--- config.mk ---
export PLATFORM = sky130hd
export DESIGN_NAME = quad_uart_register_block
export DESIGN_NICKNAME = d
export VERILOG_FILES = /design/src/sv/qurt_pkg.sv /design/src/sv/qurt_cfg_regs.sv /design/src/sv/qurt_state_mem.sv /design/src/sv/qurt_rx_fifo_mem.sv /design/src/sv/quad_uart_register_block.sv
export SDC_FILE = /design/constraint.sdc
export NUM_CORES = 1
export LEC_CHECK = 0
export BUFFER_PORTS_ARGS = -buffer_cell sky130_fd_sc_hd__buf_4
export CAP_MARGIN = 20
export CORE_UTILIZATION = 30
export CTS_CLUSTER_SIZE = 14
export DETAILED_ROUTE_END_ITERATION = 8
export GPL_TIMING_DRIVEN = 0
export SLEW_MARGIN = 30
export SYNTH_ARGS = -nofsm -noshare
export SYNTH_HDL_FRONTEND = slang
export SYNTH_SLANG_ARGS = --single-unit
--- constraint.sdc ---
create_clock -name clk_i -period 14.7 [get_ports clk_i]
set_input_delay 0.735 -clock clk_i [delete_from_list [all_inputs] [get_ports clk_i]]
set_output_delay 0.735 -clock clk_i [all_outputs]
set_load 0.005 [all_outputs]
--- src/sv/qurt_pkg.sv ---
// Shared types, constants and codes for the quad UART register block.
package qurt_pkg;

  localparam int unsigned UNITS = 4;
  localparam int unsigned UNIT_W = 2;
  localparam int unsigned FIFO_DEPTH = 16;
  localparam int unsigned PTR_W = $clog2(FIFO_DEPTH);
  localparam int unsigned CNT_W = $clog2(FIFO_DEPTH + 1);
  localparam int unsigned TX_DRAIN_PER_TICK = 16;
  localparam int unsigned BACKLOG_W = 16;
  localparam int unsigned ADDR_W = 24;
  localparam int unsigned WINDOW_BYTES = 32;
  localparam int unsigned IRQ_LINES = 4;
  localparam int unsigned CFG_ADDR_W = 5;

  localparam logic [BACKLOG_W-1:0] BACKLOG_MAX = {BACKLOG_W{1'b1}};
  localparam logic [BACKLOG_W-1:0] TX_DRAIN = BACKLOG_W'(TX_DRAIN_PER_TICK);
  localparam logic [PTR_W-1:0] PTR_LAST = PTR_W'(FIFO_DEPTH - 1);
  localparam logic [CNT_W-1:0] CNT_FULL = CNT_W'(FIFO_DEPTH);

  localparam logic [7:0] IIR_RX_READY = 8'hc4;
  localparam logic [7:0] IIR_TX_READY = 8'hc2;
  localparam logic [7:0] IIR_NONE = 8'hc1;
  localparam logic [7:0] LSR_RESET = 8'h60;
  localparam logic [7:0] LSR_THRE_TEMT = 8'h60;
  localparam logic [7:0] LSR_CLR_OVERRUN = 8'hfd;
  localparam logic [7:0] LSR_CLR_DR = 8'hfe;
  localparam logic [7:0] LSR_DR = 8'h01;
  localparam logic [7:0] LSR_OVERRUN = 8'h02;
  localparam logic [7:0] SCR_RESET = 8'hff;
  localparam int unsigned LCR_DLAB_BIT = 7;
  localparam int unsigned IER_RX_BIT = 0;
  localparam int unsigned IER_TX_BIT = 1;

  typedef enum logic [1:0] {
    KIND_READ  = 2'd0,
    KIND_WRITE = 2'd1,
    KIND_RX    = 2'd2,
    KIND_TICK  = 2'd3
  } kind_e;

  typedef enum logic [2:0] {
    OFS_DATA = 3'd0,
    OFS_IER  = 3'd1,
    OFS_IIR  = 3'd2,
    OFS_LCR  = 3'd3,
    OFS_MCR  = 3'd4,
    OFS_LSR  = 3'd5,
    OFS_MSR  = 3'd6,
    OFS_SCR  = 3'd7
  } ofs_e;

  typedef enum logic [2:0] {
    CFG_BASE = 3'd0,
    CFG_IRQ0 = 3'd1,
    CFG_IRQ1 = 3'd2,
    CFG_IRQ2 = 3'd3,
    CFG_IRQ3 = 3'd4
  } cfg_idx_e;

  typedef struct packed {
    logic [ADDR_W-1:0] base;
    logic [IRQ_LINES-1:0][2:0] irq_line;
  } cfg_t;

  typedef struct packed {
    logic [7:0] ier;
    logic [7:0] lcr;
    logic [7:0] mcr;
    logic [7:0] lsr;
    logic [7:0] scr;
    logic rx_pend;
    logic tx_pend;
    logic [BACKLOG_W-1:0] backlog;
    logic [PTR_W-1:0] head;
    logic [PTR_W-1:0] tail;
    logic [CNT_W-1:0] count;
  } unit_st_t;

  localparam unit_st_t UNIT_RESET = '{
    ier: 8'h00, lcr: 8'h00, mcr: 8'h00, lsr: LSR_RESET, scr: SCR_RESET,
    rx_pend: 1'b0, tx_pend: 1'b0, backlog: '0, head: '0, tail: '0, count: '0
  };

endpackage

--- src/sv/qurt_cfg_regs.sv ---
// APB configuration registers: window base and per-unit interrupt lines.
module qurt_cfg_regs (
  input  logic                            clk_i,
  input  logic                            rst_ni,
  input  logic                            psel,
  input  logic                            penable,
  input  logic                            pwrite,
  input  logic [qurt_pkg::CFG_ADDR_W-1:0] paddr,
  input  logic [31:0]                     pwdata,
  output logic [31:0]                     prdata,
  output logic                            pready,
  output qurt_pkg::cfg_t                  cfg_o
);

  qurt_pkg::cfg_t cfg_q, cfg_d;
  logic wr_en;
  qurt_pkg::cfg_idx_e idx;

  assign idx = qurt_pkg::cfg_idx_e'(paddr[qurt_pkg::CFG_ADDR_W-1:2]);
  assign wr_en = psel && penable && pwrite;
  assign pready = 1'b1;
  assign cfg_o = cfg_q;

  always_comb begin
    cfg_d = cfg_q;
    if (wr_en) begin
      unique case (idx)
        qurt_pkg::CFG_BASE: cfg_d.base = pwdata[qurt_pkg::ADDR_W-1:0];
        qurt_pkg::CFG_IRQ0: cfg_d.irq_line[0] = pwdata[2:0];
        qurt_pkg::CFG_IRQ1: cfg_d.irq_line[1] = pwdata[2:0];
        qurt_pkg::CFG_IRQ2: cfg_d.irq_line[2] = pwdata[2:0];
        qurt_pkg::CFG_IRQ3: cfg_d.irq_line[3] = pwdata[2:0];
        default: ;
      endcase
    end
  end

  always_comb begin
    unique case (idx)
      qurt_pkg::CFG_BASE: prdata = 32'(cfg_q.base);
      qurt_pkg::CFG_IRQ0: prdata = 32'(cfg_q.irq_line[0]);
      qurt_pkg::CFG_IRQ1: prdata = 32'(cfg_q.irq_line[1]);
      qurt_pkg::CFG_IRQ2: prdata = 32'(cfg_q.irq_line[2]);
      qurt_pkg::CFG_IRQ3: prdata = 32'(cfg_q.irq_line[3]);
      default: prdata = 32'd0;
    endcase
  end

  always_ff @(posedge clk_i or negedge rst_ni) begin
    if (!rst_ni) begin
      cfg_q.base <= '0;
      cfg_q.irq_line[0] <= 3'd7;
      cfg_q.irq_line[1] <= 3'd7;
      cfg_q.irq_line[2] <= 3'd7;
      cfg_q.irq_line[3] <= 3'd6;
    end else begin
      cfg_q <= cfg_d;
    end
  end

endmodule

--- src/sv/qurt_state_mem.sv ---
// Per-unit register state memory with registered read and reset-value valid bits.
module qurt_state_mem (
  input  logic                          clk_i,
  input  logic                          rst_ni,
  input  logic [qurt_pkg::UNIT_W-1:0]   raddr_i,
  output qurt_pkg::unit_st_t            rdata_o,
  input  logic                          we_i,
  input  logic [qurt_pkg::UNIT_W-1:0]   waddr_i,
  input  qurt_pkg::unit_st_t            wdata_i
);

  qurt_pkg::unit_st_t mem [qurt_pkg::UNITS];
  qurt_pkg::unit_st_t rdata_q;
  logic [qurt_pkg::UNITS-1:0] valid_q;
  logic rvalid_q;

  always_ff @(posedge clk_i) begin
    if (we_i) begin
      mem[waddr_i] <= wdata_i;
    end
    rdata_q <= mem[raddr_i];
  end

  always_ff @(posedge clk_i or negedge rst_ni) begin
    if (!rst_ni) begin
      valid_q <= '0;
      rvalid_q <= 1'b0;
    end else begin
      if (we_i) begin
        valid_q[waddr_i] <= 1'b1;
      end
      rvalid_q <= valid_q[raddr_i];
    end
  end

  assign rdata_o = rvalid_q ? rdata_q : qurt_pkg::UNIT_RESET;

endmodule

--- src/sv/qurt_rx_fifo_mem.sv ---
// Receive FIFO storage for all units, one write and one registered read port.
module qurt_rx_fifo_mem (
  input  logic                         clk_i,
  input  logic                         we_i,
  input  logic [qurt_pkg::UNIT_W-1:0]  wunit_i,
  input  logic [qurt_pkg::PTR_W-1:0]   wptr_i,
  input  logic [7:0]                   wdata_i,
  input  logic [qurt_pkg::UNIT_W-1:0]  runit_i,
  input  logic [qurt_pkg::PTR_W-1:0]   rptr_i,
  output logic [7:0]                   rdata_o
);

  logic [7:0] mem [qurt_pkg::UNITS][qurt_pkg::FIFO_DEPTH];
  logic [7:0] rdata_q;

  always_ff @(posedge clk_i) begin
    if (we_i) begin
      mem[wunit_i][wptr_i] <= wdata_i;
    end
    rdata_q <= mem[runit_i][rptr_i];
  end

  assign rdata_o = rdata_q;

endmodule

--- src/sv/quad_uart_register_block.sv ---
// Quad 16550-style UART register block: sequencer around the unit state memory.
//
// An item is taken while busy is low and start is high; its word appears on the
// result ports for one cycle with done_o high, and must be taken then. A bus
// access or received byte passes through a state memory read, then modify and
// write back; a read of offset 0 that pops a byte also passes through a FIFO
// read step, since the FIFO read needs the tail pointer from the state memory
// first. A tick walks the units one by one through the state memory. The next
// item can start in the cycle the result is shown. No clearing pass is needed
// after reset.
module quad_uart_register_block (
  input  logic                            clk_i,
  input  logic                            rst_ni,
  input  logic                            start,
  output logic                            busy,
  input  logic [1:0]                      kind_i,
  input  logic [qurt_pkg::ADDR_W-1:0]     addr_i,
  input  logic [7:0]                      write_data_i,
  input  logic [1:0]                      rx_unit_i,
  input  logic [7:0]                      rx_byte_i,
  output logic                            done_o,
  output logic                            selected_o,
  output logic [7:0]                      read_data_o,
  output logic [7:0]                      irq_lines_o,
  input  logic                            psel,
  input  logic                            penable,
  input  logic                            pwrite,
  input  logic [qurt_pkg::CFG_ADDR_W-1:0] paddr,
  input  logic [31:0]                     pwdata,
  output logic [31:0]                     prdata,
  output logic                            pready
);

  typedef enum logic [3:0] {
    S_IDLE = 4'b0001,
    S_MOD  = 4'b0010,
    S_POP  = 4'b0100,
    S_TICK = 4'b1000
  } state_e;

  state_e state_q, state_d;
  qurt_pkg::cfg_t cfg;
  qurt_pkg::kind_e kind_q, kind_in;
  qurt_pkg::ofs_e ofs_q;
  logic [qurt_pkg::UNIT_W-1:0] unit_q, unit_in, st_raddr;
  logic [7:0] wdata_q, rxb_q;
  logic sel_q, sel_in, unit_ok;
  logic [7:0] irq_acc_q, irq_acc_d;
  logic accept;

  qurt_pkg::unit_st_t st, ns;
  logic st_we;
  logic [7:0] rdata_c, irq_c, line_bit;
  logic pop_c, fifo_we;
  logic [7:0] fifo_rdata;

  logic done_q, done_d;
  logic selected_q, selected_d;
  logic [7:0] read_data_q, read_data_d, irq_lines_q, irq_lines_d;
  logic [qurt_pkg::ADDR_W:0] addr_x, base_x;

  qurt_cfg_regs u_cfg (
    .clk_i   (clk_i),
    .rst_ni  (rst_ni),
    .psel    (psel),
    .penable (penable),
    .pwrite  (pwrite),
    .paddr   (paddr),
    .pwdata  (pwdata),
    .prdata  (prdata),
    .pready  (pready),
    .cfg_o   (cfg)
  );

  qurt_state_mem u_state (
    .clk_i   (clk_i),
    .rst_ni  (rst_ni),
    .raddr_i (st_raddr),
    .rdata_o (st),
    .we_i    (st_we),
    .waddr_i (unit_q),
    .wdata_i (ns)
  );

  qurt_rx_fifo_mem u_fifo (
    .clk_i   (clk_i),
    .we_i    (fifo_we),
    .wunit_i (unit_q),
    .wptr_i  (st.head),
    .wdata_i (rxb_q),
    .runit_i (unit_q),
    .rptr_i  (st.tail),
    .rdata_o (fifo_rdata)
  );

  assign busy = (state_q != S_IDLE);
  assign accept = start && !busy;
  assign kind_in = qurt_pkg::kind_e'(kind_i);

  assign addr_x = {1'b0, addr_i};
  assign base_x = {1'b0, cfg.base};
  assign sel_in = (kind_in == qurt_pkg::KIND_READ || kind_in == qurt_pkg::KIND_WRITE)
                  && (addr_x >= base_x)
                  && (addr_x < base_x + (qurt_pkg::ADDR_W + 1)'(qurt_pkg::WINDOW_BYTES));

  always_comb begin
    unique case (kind_in)
      qurt_pkg::KIND_RX:   unit_in = rx_unit_i;
      qurt_pkg::KIND_TICK: unit_in = '0;
      default:             unit_in = addr_i[4:3];
    endcase
  end

  always_comb begin
    if (state_q == S_TICK) begin
      st_raddr = unit_q + 1'b1;
    end else begin
      st_raddr = unit_in;
    end
  end

  assign unit_ok = ({1'b0, unit_q} < (qurt_pkg::UNIT_W + 1)'(qurt_pkg::UNITS));
  assign line_bit = 8'd1 << cfg.irq_line[unit_q];

  // modify one unit's state for the current item
  always_comb begin
    ns = st;
    rdata_c = 8'd0;
    irq_c = 8'd0;
    pop_c = 1'b0;
    fifo_we = 1'b0;
    unique case (kind_q)
      qurt_pkg::KIND_READ: begin
        if (sel_q && unit_ok) begin
          case (ofs_q)
            qurt_pkg::OFS_DATA: begin
              if (st.count != '0) begin
                pop_c = 1'b1;
                ns.tail = (st.tail == qurt_pkg::PTR_LAST) ? '0 : st.tail + 1'b1;
                ns.count = st.count - 1'b1;
              end
              if (ns.count == '0) begin
                ns.lsr = st.lsr & qurt_pkg::LSR_CLR_DR;
              end
            end
            qurt_pkg::OFS_IER: rdata_c = st.ier;
            qurt_pkg::OFS_IIR: begin
              if (st.rx_pend) begin
                rdata_c = qurt_pkg::IIR_RX_READY;
                ns.rx_pend = 1'b0;
              end else if (st.tx_pend) begin
                rdata_c = qurt_pkg::IIR_TX_READY;
                ns.tx_pend = 1'b0;
              end else begin
                rdata_c = qurt_pkg::IIR_NONE;
              end
            end
            qurt_pkg::OFS_LCR: rdata_c = st.lcr;
            qurt_pkg::OFS_MCR: rdata_c = st.mcr;
            qurt_pkg::OFS_LSR: rdata_c = st.lsr;
            qurt_pkg::OFS_MSR: rdata_c = 8'd0;
            default:           rdata_c = st.scr;
          endcase
        end
      end
      qurt_pkg::KIND_WRITE: begin
        if (sel_q && unit_ok) begin
          case (ofs_q)
            qurt_pkg::OFS_DATA: begin
              if (!st.lcr[qurt_pkg::LCR_DLAB_BIT] && st.ier[qurt_pkg::IER_TX_BIT]) begin
                if (st.backlog != qurt_pkg::BACKLOG_MAX) begin
                  ns.backlog = st.backlog + 1'b1;
                end
                ns.lsr = st.lsr & ~qurt_pkg::LSR_THRE_TEMT;
              end
            end
            qurt_pkg::OFS_IER: begin
              if (!st.lcr[qurt_pkg::LCR_DLAB_BIT]) begin
                ns.ier = wdata_q;
              end
            end
            qurt_pkg::OFS_LCR: ns.lcr = wdata_q;
            qurt_pkg::OFS_MCR: ns.mcr = wdata_q;
            qurt_pkg::OFS_SCR: ns.scr = wdata_q;
            default: ;
          endcase
        end
      end
      qurt_pkg::KIND_RX: begin
        if (unit_ok) begin
          if (st.count >= qurt_pkg::CNT_FULL) begin
            ns.lsr = st.lsr | qurt_pkg::LSR_OVERRUN;
          end else begin
            ns.lsr = (st.lsr & qurt_pkg::LSR_CLR_OVERRUN) | qurt_pkg::LSR_DR;
            fifo_we = (state_q == S_MOD);
            ns.head = (st.head == qurt_pkg::PTR_LAST) ? '0 : st.head + 1'b1;
            ns.count = st.count + 1'b1;
          end
          if (st.ier[qurt_pkg::IER_RX_BIT]) begin
            ns.rx_pend = 1'b1;
            irq_c = line_bit;
          end
        end
      end
      default: begin
        if (unit_ok && st.backlog != '0) begin
          ns.backlog = (st.backlog > qurt_pkg::TX_DRAIN) ? st.backlog - qurt_pkg::TX_DRAIN
                                                         : '0;
          if (ns.backlog == '0) begin
            ns.tx_pend = 1'b1;
            ns.lsr = st.lsr | qurt_pkg::LSR_THRE_TEMT;
            irq_c = line_bit;
          end
        end
      end
    endcase
  end

  always_comb begin
    state_d = state_q;
    st_we = 1'b0;
    irq_acc_d = irq_acc_q;
    done_d = 1'b0;
    selected_d = selected_q;
    read_data_d = read_data_q;
    irq_lines_d = irq_lines_q;
    unique case (state_q)
      S_IDLE: begin
        irq_acc_d = 8'd0;
        if (accept) begin
          state_d = (kind_in == qurt_pkg::KIND_TICK) ? S_TICK : S_MOD;
        end
      end
      S_MOD: begin
        st_we = 1'b1;
        if (pop_c) begin
          state_d = S_POP;
        end else begin
          state_d = S_IDLE;
          done_d = 1'b1;
          selected_d = sel_q;
          read_data_d = rdata_c;
          irq_lines_d = irq_c;
        end
      end
      S_POP: begin
        state_d = S_IDLE;
        done_d = 1'b1;
        selected_d = sel_q;
        read_data_d = fifo_rdata;
        irq_lines_d = 8'd0;
      end
      S_TICK: begin
        st_we = 1'b1;
        irq_acc_d = irq_acc_q | irq_c;
        if ({1'b0, unit_q} == (qurt_pkg::UNIT_W + 1)'(qurt_pkg::UNITS - 1)) begin
          state_d = S_IDLE;
          done_d = 1'b1;
          selected_d = 1'b0;
          read_data_d = 8'd0;
          irq_lines_d = irq_acc_q | irq_c;
        end
      end
      default: state_d = S_IDLE;
    endcase
  end

  always_ff @(posedge clk_i or negedge rst_ni) begin
    if (!rst_ni) begin
      state_q <= S_IDLE;
      done_q <= 1'b0;
    end else begin
      state_q <= state_d;
      done_q <= done_d;
    end
  end

  always_ff @(posedge clk_i) begin
    irq_acc_q <= irq_acc_d;
    selected_q <= selected_d;
    read_data_q <= read_data_d;
    irq_lines_q <= irq_lines_d;
    if (accept) begin
      kind_q <= kind_in;
      unit_q <= unit_in;
      ofs_q <= qurt_pkg::ofs_e'(addr_i[2:0]);
      wdata_q <= write_data_i;
      rxb_q <= rx_byte_i;
      sel_q <= sel_in;
    end else if (state_q == S_TICK) begin
      unit_q <= unit_q + 1'b1;
    end
  end

  assign done_o = done_q;
  assign selected_o = selected_q;
  assign read_data_o = read_data_q;
  assign irq_lines_o = irq_lines_q;

`ifndef ASSERT_OFF
  a_accept_busy: assert property (@(posedge clk_i) disable iff (!rst_ni)
    accept |=> busy)
    else $error("accepted word did not raise busy");

  a_done_gap: assert property (@(posedge clk_i) disable iff (!rst_ni)
    done_o |=> !done_o)
    else $error("two results in consecutive cycles");

  a_unsel_zero: assert property (@(posedge clk_i) disable iff (!rst_ni)
    done_o && !selected_o |-> read_data_o == 8'd0)
    else $error("read data without a selected access");

  a_bus_no_irq: assert property (@(posedge clk_i) disable iff (!rst_ni)
    done_o && (kind_q == qurt_pkg::KIND_READ || kind_q == qurt_pkg::KIND_WRITE)
    |-> irq_lines_o == 8'd0)
    else $error("bus access raised an interrupt line");

  a_pop_from_read: assert property (@(posedge clk_i) disable iff (!rst_ni)
    state_q == S_POP |-> $past(state_q) == S_MOD && kind_q == qurt_pkg::KIND_READ
    && ofs_q == qurt_pkg::OFS_DATA)
    else $error("FIFO pop outside a data read");
`endif

endmodule
==> results.yml, run 1 <==
run_status:
  status: "complete, no violations"
clock_network:
  cts_tree: "yes"
  clock_path_buffers: 3
  cts_buffers: 98
  htreeDepth: 3
  clock-root-buffer: "clkbuf_16"
  post_cts_buffers: 0
  hold_buffers: 0
  cts_sinks: 972
  ctsResizeCount: 0
  path_clk_slew_ns: 0.06
  clk_latency_ns: 0.68
place:
  dp_hpwl_um: 74400
  dp_slack_ns: 9.31
  dpl-instance-area_mm2: 0.0450
  portBuffers: 118
  finalWeightedCongestion: 0.901
die:
  coreArea_mm2: 0.134
  dieArea_mm2: 0.137
  die_x_um: 370
  rows: 134
  die_h_um: 370
  ios: 139
  initial_core_util_pct: 30.4
power:
  irDropWorstVdd_mv: 0.0968
  power.leakage_nw: 15.9
  p_per_area_mw_per_mm2: 149
synth:
  synth-xor-area-share_pct: 0.689
  muxShareOfSynthArea_pct: 9.62
  syn_avg_cell_area_um2: 15.0
  synth-simple-area-share_pct: 8.63
  synth-async-reset-ratio_pct: 4.73
  synth_top_family_by_area: "multiplexers"
  synth-compound-area-share_pct: 7.50
  netlist_instances: 2709
  syn_area_mm2: 0.0407
  yosysTopAreaCellShare_pct: 62.4
  yosysMostFrequentCell: "edfxtp_1"
  ys_warn_count: 0
  ys.flop_type: "edfxtp_1"
  synth_fa_ha_area_share_pct: 1.97
  yosysUniqueCellTypes: 77
  synth.area.top_cells: "edfxtp_1, mux4_2, dfxtp_1"
  netlist_top_cells_count: "edfxtp_1, nand2_1, mux4_2, clkbuf_1, o21ai_0"
  synth-edff-count: 845
  ys_ff_latch: 972
  ys_seq_area_share_pct: 69.2
  synth_top_area_cell: "edfxtp_1"
flow_run:
  maxCapViolations: 0
worst_setup_path:
  endpoint: "u_fifo.mem[1][38]"
  cp-startpoint: "u_state.rvalid_q"
  worstSetupPathType: "reg -> reg"
  cp-end-kind: "flop"
  worstPathRequired_ns: 14.97
  r2r-start: "u_state.rvalid_q"
  worstPathMaxFanout: 10
  r2r_end: "u_fifo.mem[1][38]"
  reg2reg_slack_ns: 9.08
  startpoint_type: "flop"
  arrival_ns: 5.89
  reg2reg_depth: 11
sta:
  drv_slew: 0
  fin_crit_sh_pct: 38.3
  fmax_mhz: 178
  maxSlewHeadroom_pct: 28.9
  worst_slack_ns: 9.08
  hold_slack_ns: 0.0919
  fin_crit_ns: 5.62
  hold_violations: 0
  worstMarginPinSlew_ns: 1.05
  setup_violations: 0
  fin_skew_ns: 0.0428
  finalSetupTns_ns: 0
  grt_setup_unrepaired: "no"
routing:
  ant_nets: 0
  first_pass_iters: 5
  via_per_inst: 5.09
  drt_iter0_markers: 2601
  wl_per_cell_um: 21.9
  routed_wl_um: 106000
  drc: 0
  num_vias: 24636
global_routing:
  grt_pass1_wl_um: 158000
  first_global_vias: 24150
  grt_start_max_net_pins: 47
  antenna_found_initial: 1
  grt_overflow: 0
  grt_use_total_pct: 15.2
min_path:
  hold_path.class: "in -> async"
final_layout:
  drive_gt1_share_pct: 20.0
  area_delta_synth_final_pct: 18.3
  final_util_pct: 35.9
  design_area_mm2: 0.0481
  nets: 3137
how the worst min path moves through the flow:
stage	from	to	slack [ns]	cells past startpoint
after floorplan	u_state.valid_q[2]	u_state.valid_q[2]	0.43	1
after global placement	u_state.valid_q[2]	u_state.valid_q[2]	0.45	1
after detailed placement	u_state.valid_q[2]	u_state.valid_q[2]	0.45	1
after CTS	rst_ni	u_cfg.cfg_o[17]	0.09	1
after global routing	rst_ni	u_cfg.cfg_o[33]	0.12	1
final	rst_ni	u_cfg.cfg_o[33]	0.09	1
registers in the layout, summed over array words and instances (netlist names), 8 cells and up, named ones only:
register	flops
u_fifo.mem	512
irq_acc_q	8
irq_lines_o	8
u_state.mem	284
read_data_o	8
u_fifo.rdata_o	8
u_cfg.cfg_o	36
u_state.rdata_q	71
rxb_q	8
wdata_q	8
worst max-delay path, stage by stage, from the launching register on:
cell and delay, ns:
dfrtp_1 0.47, buf_2 0.28, buf_4 0.29, clkbuf_1 0.65, clkbuf_1 0.64, buf_1 0.78
nand2_1 0.25, inv_1 0.15, ha_1 0.30, nand2_1 0.19, clkbuf_1 0.37, nor3_2 0.84
per-stage QoR:
stage / power [mW] / cells
final: 7.15 / 4836
after global routing: 7.40 / 4835
after CTS: 7.18 / 4835
after detailed placement: 4.75 / 4654
after global placement: 4.70 / 4602
after floorplan: 4.21 / 2716
cells in the final DEF (no fill, tap or decap), types with 26 or more instances in the layout:
cell	count
ha_1	64
xnor2_1	26
a211oi_1	81
dfxtp_1	81
a21oi_1	65
clkbuf_1	147
nor3_2	49
nand3_1	49
nand2_1	337
a31oi_1	87
nor2_1	78
clkbuf_16	100
dfrtp_1	34
and2_1	100
inv_1	59
buf_4	141
mux4_2	154
edfxtp_1	845
o21ai_0	118
cells by family after synthesis:
kind of cell / count (synthesis)
buffers and inverters: 233
AND/OR/NAND/NOR: 735
adder cells (fa/ha/maj): 64
AO/OA/AOI/OAI: 475
flip-flops: 972
multiplexers: 196
XOR/XNOR: 32
other: 2
final cells by class:
class / count / area [um2]
tap: 1768 / 2210
inverter: 65 / 244
multi-input combinational: 1511 / 11900
buffer: 168 / 709
clock buffer: 131 / 2710
antenna: 1 / 2.50
sequential: 972 / 28200
clock inverter: 50 / 423
fill: 12530 / 85800
timing repair buffer: 170 / 1760
per-layer routing:
layer	routed length [um]	global-route usage [%]
met2	50100	24.2
met5	13	0
met4	2290	3.70
met1	45900	21.4
met3	7410	2.64
report_power, final:
group	internal (mW)	switching, mW
logic	0.523	0.885
registers	3.20	0.0983
clock network	1.38	1.06
total	5.11	2.04
Power figures use the tool's default switching activity.
==> inputs of run 2 (changes only) <==
==> constraint.sdc (replaced) <==
create_clock -name clk_i -period 5.1 [get_ports clk_i]
set_input_delay 0.255 -clock clk_i [delete_from_list [all_inputs] [get_ports clk_i]]
set_output_delay 0.255 -clock clk_i [all_outputs]
set_load 0.005 [all_outputs]
==> run 2 against run 1 <==
Compared with the run above: worst setup slack got worse by 8.7 ns; register-to-register slack got worse by 8.7 ns; fmax increased by 20%; largest power group unchanged.
==> results.yml, run 2 (synthesized netlist as in run 1, its figures left out) <==
run_status:
  status: "complete, no violations"
die:
  initial_core_util_pct: 30.4
  ios: 139
  rows: 134
  die_h_um: 370
  coreArea_mm2: 0.134
  die_x_um: 370
  dieArea_mm2: 0.137
min_path:
  hold_path.class: "in -> reg"
  hold_depth: 3
power:
  power_mw: 20.6
  p_per_area_mw_per_mm2: 424
  irDropWorstVdd_mv: 0.278
  power.leakage_nw: 16.1
sta:
  fin_crit_ns: 4.69
  setup_violations: 0
  hold_slack_ns: 0.0466
  grt_setup_unrepaired: "no"
  maxSlewHeadroom_pct: 27.7
  worst_slack_ns: 0.409
  fin_crit_sh_pct: 92.0
  finalSetupTns_ns: 0
  hold_violations: 0
  drv_slew: 0
  fmax_mhz: 213
  fin_skew_ns: 0.0447
  worstMarginPinSlew_ns: 1.07
worst_setup_path:
  crit_slowest_cell: "clkbuf_1"
  startpoint_type: "flop"
  cp-end-kind: "flop"
  worstPathRequired_ns: 5.46
  reg2reg_depth: 12
  cp.depth: 12
  path_buf_inv: 4
  worstPathMaxFanout: 19
  arrival_ns: 5.05
  max_stage_delay_ns: 0.62
  worstSetupPathType: "reg -> reg"
  cp_cell_sequence: "buf_2, buf_4, clkbuf_1, nand2_1, inv_1, ha_1, nand3_1, or4_1, o21ai_2, nor4_4, mux2i_1, o31ai_1"
  crit_family: "buffers and inverters"
  reg2reg_slack_ns: 0.41
flow_run:
  maxCapViolations: 0
global_routing:
  first_global_vias: 24399
  grt_pass1_wl_um: 158000
  grt_overflow: 0
  antenna_found_initial: 1
  grt_start_max_net_pins: 47
  grt_use_total_pct: 15.2
clock_network:
  cts_sinks: 972
  post_cts_buffers: 0
  cts_buffers: 98
  clock-root-buffer: "clkbuf_16"
  path_clk_slew_ns: 0.06
  clk_latency_ns: 0.68
  htreeDepth: 3
  cts_tree: "yes"
  clock_path_buffers: 3
final_layout:
  drive_gt1_share_pct: 19.7
  final_util_pct: 36.3
  stdcell_count: 4884
  final_common_cell: "edfxtp_1"
  largest_reg_flops: 512
  nets: 3186
  diodes: 0
  design_area_mm2: 0.0486
  final_cell_mix: "edfxtp_1, nand2_1, mux4_2, clkbuf_1, buf_4"
  area_delta_synth_final_pct: 19.5
  regMostFlops: "u_fifo.mem"
  reg_top3: "u_fifo.mem: 512 flops, u_state.mem: 284 flops, u_state.rdata_q: 71 flops"
routing:
  drc: 0
  wl_per_cell_um: 21.7
  via_per_inst: 5.07
  ant_nets: 0
  routed_wl_um: 106000
  drt_iter0_markers: 2556
  num_vias: 24770
  first_pass_iters: 6
place:
  finalWeightedCongestion: 0.901
  dp_cells: 4654
  portBuffers: 118
  dpl-instance-area_mm2: 0.0450
  dp_hpwl_um: 74400
  dp_slack_ns: -0.288
==> run 2: cell count changes in the layout (fill, tap and decap cells not counted) <==
cell / delta
buf_2: +1
nor3_4: +2
clkbuf_1: -1
diode_2: -1
nor3_2: -2
buf_1: -1
dlygate4sd3_1: +50
==> run 2: repair_timing <==
item / in CTS / in global routing
hold endpoints to repair: 97 / 0
hold buffers: 50 / 0
endpoints found under the setup margin: 138 / 0
resized for setup: 3 / 0
==> run 2: layout make-up <==
type / count / area (um2)
sequential: 972 / 28200
tap: 1768 / 2210
clock inverter: 50 / 423
clock buffer: 131 / 2710
timing repair buffer: 220 / 2260
fill: 12495 / 85300
buffer: 167 / 707
inverter: 65 / 244
multi-input combinational: 1511 / 11900
==> run 2: final timing paths <==
kind	to	startpoint
max in group asynchronous	state_q[2]	rst_ni
worst max-delay path	u_state.mem[0][23]	u_state.rvalid_q
worst min-delay path	u_cfg.cfg_o[11]	paddr[3]
min in group asynchronous	u_cfg.cfg_o[33]	rst_ni
worst max register to register	u_state.mem[0][23]	u_state.rvalid_q
worst min register to register	u_state.valid_q[1]	u_state.valid_q[1]
==> run 2: worst min-delay path, delay by kind of cell <==
kind / cells / cell delay (ns)
muxes: 1 / 0.16
buffers and inverters: 1 / 0.10
and+or+nand+nor: 1 / 0.16
==> run 2: per-layer routing <==
| layer | share of wire, % | vias up | GRT usage [%] |
|---|---|---|---|
| li1 | - | 11131 | - |
| met1 | 44 | 12624 | 21.3 |
| met2 | 48 | 867 | 24.4 |
| met3 | 6.8 | 146 | 2.70 |
| met4 | 2.1 | 2 | 3.62 |
| met5 | 0.011 | - | 0 |
==> run 2: power by group <==
group	total [mW]	switching (mW)	leakage (nW)	internal [mW]
Sequential	9.52	0.284	8.86	9.24
Clock	7.03	3.04	1.53	3.99
Combinational	4.08	2.55	5.72	1.53
